### src/rtl/drbf_pkg.sv
// ----------------------------------------------------------------------------
// drbf_pkg
// shared constants, types and helpers of the dual reader byte fifo
// ----------------------------------------------------------------------------
`default_nettype none

package drbf_pkg;

    // ring size and read burst cap
    localparam int BUFFER_SLOTS   = 1024;
    localparam int MAX_READ_BURST = 64;

    localparam int IDX_W   = $clog2(BUFFER_SLOTS);
    localparam int CNT_W   = $clog2(MAX_READ_BURST + 1);
    localparam int CMP_W   = (IDX_W > CNT_W) ? IDX_W : CNT_W;
    localparam int STAT_W  = 10;
    localparam int MOVED_W = 10;
    localparam int REQ_W   = 7;

    localparam logic [IDX_W:0] SLOTS_X = (IDX_W + 1)'(BUFFER_SLOTS);

    typedef logic [IDX_W-1:0] idx_t;

    typedef enum logic [1:0] {
        K_WRITE  = 2'd0,
        K_READ_A = 2'd1,
        K_READ_B = 2'd2,
        K_CLEAR  = 2'd3
    } kind_t;

    typedef enum logic [1:0] {
        ST_IDLE,
        ST_SINGLE,
        ST_BURST
    } state_t;

    typedef struct packed {
        idx_t level_a;
        idx_t level_b;
        idx_t free_space;
    } status_t;

    // ring increment with wrap
    function automatic idx_t next_idx(input idx_t i);
        next_idx = (i == IDX_W'(BUFFER_SLOTS - 1)) ? '0 : i + 1'b1;
    endfunction

endpackage

`default_nettype wire

### src/rtl/drbf_status.sv
// ----------------------------------------------------------------------------
// drbf_status
// reader levels and free space from the three ring indices
// ----------------------------------------------------------------------------
`default_nettype none

module drbf_status (
    input  drbf_pkg::idx_t    write_index,
    input  drbf_pkg::idx_t    reader_a_index,
    input  drbf_pkg::idx_t    reader_b_index,
    output drbf_pkg::status_t status
);
    import drbf_pkg::*;

    idx_t lvl_a;
    idx_t lvl_b;
    idx_t lvl_hi;

    function automatic idx_t level_of(input idx_t w, input idx_t r);
        level_of = (w >= r) ? w - r
                            : IDX_W'({1'b0, w} + SLOTS_X - {1'b0, r});
    endfunction

    always_comb
    begin
        lvl_a  = level_of(write_index, reader_a_index);
        lvl_b  = level_of(write_index, reader_b_index);
        lvl_hi = (lvl_a > lvl_b) ? lvl_a : lvl_b;
        status.level_a    = lvl_a;
        status.level_b    = lvl_b;
        // space only opens up behind the slower reader
        status.free_space = IDX_W'(BUFFER_SLOTS - 1) - lvl_hi;
    end

endmodule

`default_nettype wire

### config.mk
export PLATFORM = sky130hd
export DESIGN_NAME = drbf_status
export DESIGN_NICKNAME = d
export VERILOG_FILES = /design/src/rtl/drbf_pkg.sv /design/src/rtl/drbf_status.sv
export SDC_FILE = /design/constraint.sdc
export NUM_CORES = 1
export LEC_CHECK = 0
export BUFFER_PORTS_ARGS = -buffer_cell sky130_fd_sc_hd__buf_2
export CORE_MARGIN = 5
export CORE_UTILIZATION = 45
export DETAILED_ROUTE_END_ITERATION = 10
export PLACE_DENSITY = 0.75
export SLEW_MARGIN = 20
export SYNTH_ARGS = -nofsm -noshare
export SYNTH_HDL_FRONTEND = slang
export SYNTH_SLANG_ARGS = --single-unit
### constraint.sdc
create_clock -name vclk -period 4.27
set_input_delay 0.427 -clock vclk [all_inputs]
set_output_delay 0.427 -clock vclk [all_outputs]
set_load 0.005 [all_outputs]
### After elaboration in Yosys (flattened, before gate mapping)

Cells that the tools add are included.

* bits in registers: 0
* input bits: 30
* output and inout bits: 30
* word-level logic and storage cells: 12

* $add $sub $neg: 6
* magnitude comparators: 3
* multiplexer cells: 3

Operator list (count)
* $sub A10 B10 Y10: 4
* $mux W10: 3
* $ge A10 B10 Y1: 2
* $add A10 B1 Y10 const B: 1
* $gt A10 B10 Y1: 1
* $sub A10 B10 Y10 const A: 1

### Logic depth before layout (Yosys ltp)

* word-level depth: 6
* mapped depth: 18
* depth with buffers taken out: 17

### Least setup slack after synthesis

OpenSTA, ideal clock, no wires.

* path kind: input port to output port
* from: input write_index[0]
* to: output status[0] (netlist bit)
* arrival time: 3450 ps
* data required time: 3843 ps
* setup slack: 393 ps
* cell stages on the path: 18
* path buffers: 1
* cells stage by stage: inv_1 ha_1 inv_1 fa_1 a211oi_2 nor2_1 o21a_1 nor2_1 xnor2_1 inv_1 ha_1 o21ai_0 nand2b_1 o311ai_0 maj3_1 maj3_2 buf_6 mux2i_1

RTL lines
* start: declaration: line drbf_status.sv:8 `input drbf_pkg::idx_t write_index,`
* end: declaration: line drbf_status.sv:11 `output drbf_pkg::status_t status`

==> results by group <==
Status
  – Status: complete, no violations

Power and ir drop
  – Pwr dens: 257.0 mW/mm2
  – Int Power: ~0.00021 W
  – Gate power share: 100.0%
  – Sw power: 0.0002172 W
  – Clock power share: 0%
  – Switch share: 50.41%
  – Sequential share of power: 0%
  – Peak supply drop: between 0.15 and 0.2 mV
  – Static Leakage: 0.9511 nW

Worst setup path
  – Crit path cell chain: buf_2, inv_2, ha_4, inv_1, fa_2, a211oi_2, nor2_1, o21a_1, nor2_2, xnor2_2, inv_2, ha_4, o21ai_0, nand2b_1, o311ai_1, maj3_2, maj3_4, mux2i_1, buf_2
  – Setup CP Type: in2out
  – Worst path arrival time: 3.70 ns
  – Worst Setup End Kind: primary output
  – Req. time, crit path: 3.84 ns
  – Delay of the slowest critical-path stage: 0.42 ns
  – CP max FO: 8
  – Kind of cell adding the most delay to the critical path: adder cells
  – CP bufs+invs: 5
  – Levels on crit path: 19
  – CP startpoint kind: input pin
  – CP max-delay cell: maj3_4

Global routing
  – Gr usage total: 15.70%
  – Initial antenna violation count: 0
  – Vias in the first global route: between 1000 and 1500
  – Gr ovfl total: 0
  – Largest net degree at the start of global routing: 9
  – First-pass GRT wire length: approximately 5400 um

STA
  – Slew HR: 71.85%
  – FMAX: 0.2423 GHz
  – Final worst-path cycle share: 96.64%
  – Clock period minus worst slack: 4.127 ns
  – Setup WS post-layout: about 0.14 ns
  – Max-slew violation count: 0
  – Worst-Margin Slew: 0.4215 ns
  – Final setup fails: 0
  – Fin. Hold Viols: 0
  – Final TNS setup: 0 ns

Yosys
  – Syn nets: 222
  – Top cell type's share of synthesized area: 25.41%
  – Cells after synthesis: 165
  – Sequential area share after synthesis: 0%
  – Mapped cell area: roughly 0.0012 mm2
  – Cell taking the most area after synthesis: ha_1
  – Total number of yosys warnings: 0
  – Avg Cell Area, Syn: 7.462 um2
  – Top post-synthesis cells by area: ha_1, inv_1, mux2i_1
  – Library cells used by synthesis: 41

Floorplan
  – Die H: approximately 62 um
  – Die X-Extent: just over 60 um
  – # IOs: 60
  – Initial Util: 45.83%
  – FP Rows: 19
  – Core area: about 0.0027 mm2
  – Die Area: between 0.003 and 0.004 mm2

Final layout
  – Fin nets: about 290
  – Filler cells: around 270
  – Register area: 0 um2
  – Share of cells above drive strength 1: 38.36%
  – Syn-to-layout area delta: 36.18%
  – Antenna fix cells: 0
  – Post-Layout Cell Count: 263
  – Layout clock buffer count: 0
  – FF+latch count: 0
  – Footprint of the multi-input gates: 0.001154 mm2

Placed design
  – Buffers added on ports: 60
  – Placed Cells: 262
  – Placer Congestion: roughly 0.86
  – Hpwl dp: ~3000 um
  – DP Worst Slack: -0.01099 ns

Routing
  – Pre-antenna DRT Iters: 5
  – Post-Route WL: 3362 um
  – Drc violations: 0
  – DR vias: 1387
  – Routed vias/inst: 5.274
  – Post-DRT Antenna Nets: 0
  – Iteration-0 DRC Markers: 47
  – WL/cell: 12.78 um

Hold path
  – Hold path depth: 4
  – Hold WC Path Type: in2out

Run
  – Max-cap violation count: 0
metrics by stage:
stage                     power [W]  util, %  hold WS, ns  cell area (um2)
after detailed placement  0.0004059    59.99        1.246             1612
after global routing      0.0004792    62.41        1.277             1677
final                     0.0004309    62.41        1.251             1677
after floorplan           0.0002634        -        1.007             1231
after CTS                 0.0004078    59.99        1.243             1612
after global placement    0.0004008    59.99        1.240             1612
power by group through the flow:
stage | combinational, W | clock, W | sequential (W)
5_1_grt | 0.000479 | 0 | 0
3_3_place_gp | 0.000401 | 0 | 0
3_5_place_dp | 0.000406 | 0 | 0
2_1_floorplan | 0.000263 | 0 | 0
6_report | 0.000431 | 0 | 0
4_1_cts | 0.000408 | 0 | 0
what timing repair did:
action | CTS | global route
setup buffers | 0 | 1
pin swaps | 2 | 9
hold buffers | 0 | 0
endpoints found under the setup margin | 1 | 8
gates resized for setup | 0 | 16
cloned | 0 | 0
cell usage after synthesis, types with 5 or more instances:
library cell and count:
a21o_1 5, a21oi_1 15, ha_1 25, inv_1 33
mux2i_1 9, nand2_1 5, nor2_1 9, o21ai_0 6
xnor2_1 9, xor2_1 5
final cells by class:
| type | instances | area share [%] |
|---|---|---|
| inverters | 33 | 7.388 |
| well taps | 31 | 2.313 |
| multi-input cells | 131 | 68.81 |
| repair buffers | 68 | 21.49 |
layer usage:
metal | up-vias | global-route usage, % | share of wire [%]
met1 | 647 | 20.32 | 44
met3 | 2 | 1.441 | 4.5
met4 | 0 | 1.592 | 0.59
li1 | 715 | - | -
met5 | - | 0 | 0
met2 | 23 | 28.76 | 51
layout by cell type, fill, tap and decap left out, types with 3 or more instances in the layout:
cell type,n
buf_2,60
inv_1,31
ha_1,23
a21oi_1,14
mux2i_1,9
buf_4,8
nor2_1,7
xnor2_1,7
o21ai_0,5
a21o_1,5
nand2_1,5
xor2_1,5
nor2b_1,3
o21a_1,3
a211oi_2,3
nand3_1,3
nor3_1,3
xnor2_2,3
logic make-up (layout without fill, tap and decap cells):
| family | Yosys count | after routing | synth area share, % |
|---|---|---|---|
| buffers and inverters | 34 | 101 | 10.98 |
| muxes | 10 | 10 | 8.232 |
| AOI/OAI and AO/OA | 46 | 46 | 26.02 |
| xor gates and xnor gates | 15 | 15 | 11.28 |
| adders and majority gates | 29 | 29 | 30.39 |
| and+or+nand+nor | 31 | 31 | 13.11 |
path summary, 6_finish.rpt:
path	from	end	slack, ns
worst min-delay path	reader_a_index[0]	status[20]	1.25
worst max-delay path	write_index[0]	status[4]	0.14
Power figures use the tool's default switching activity.
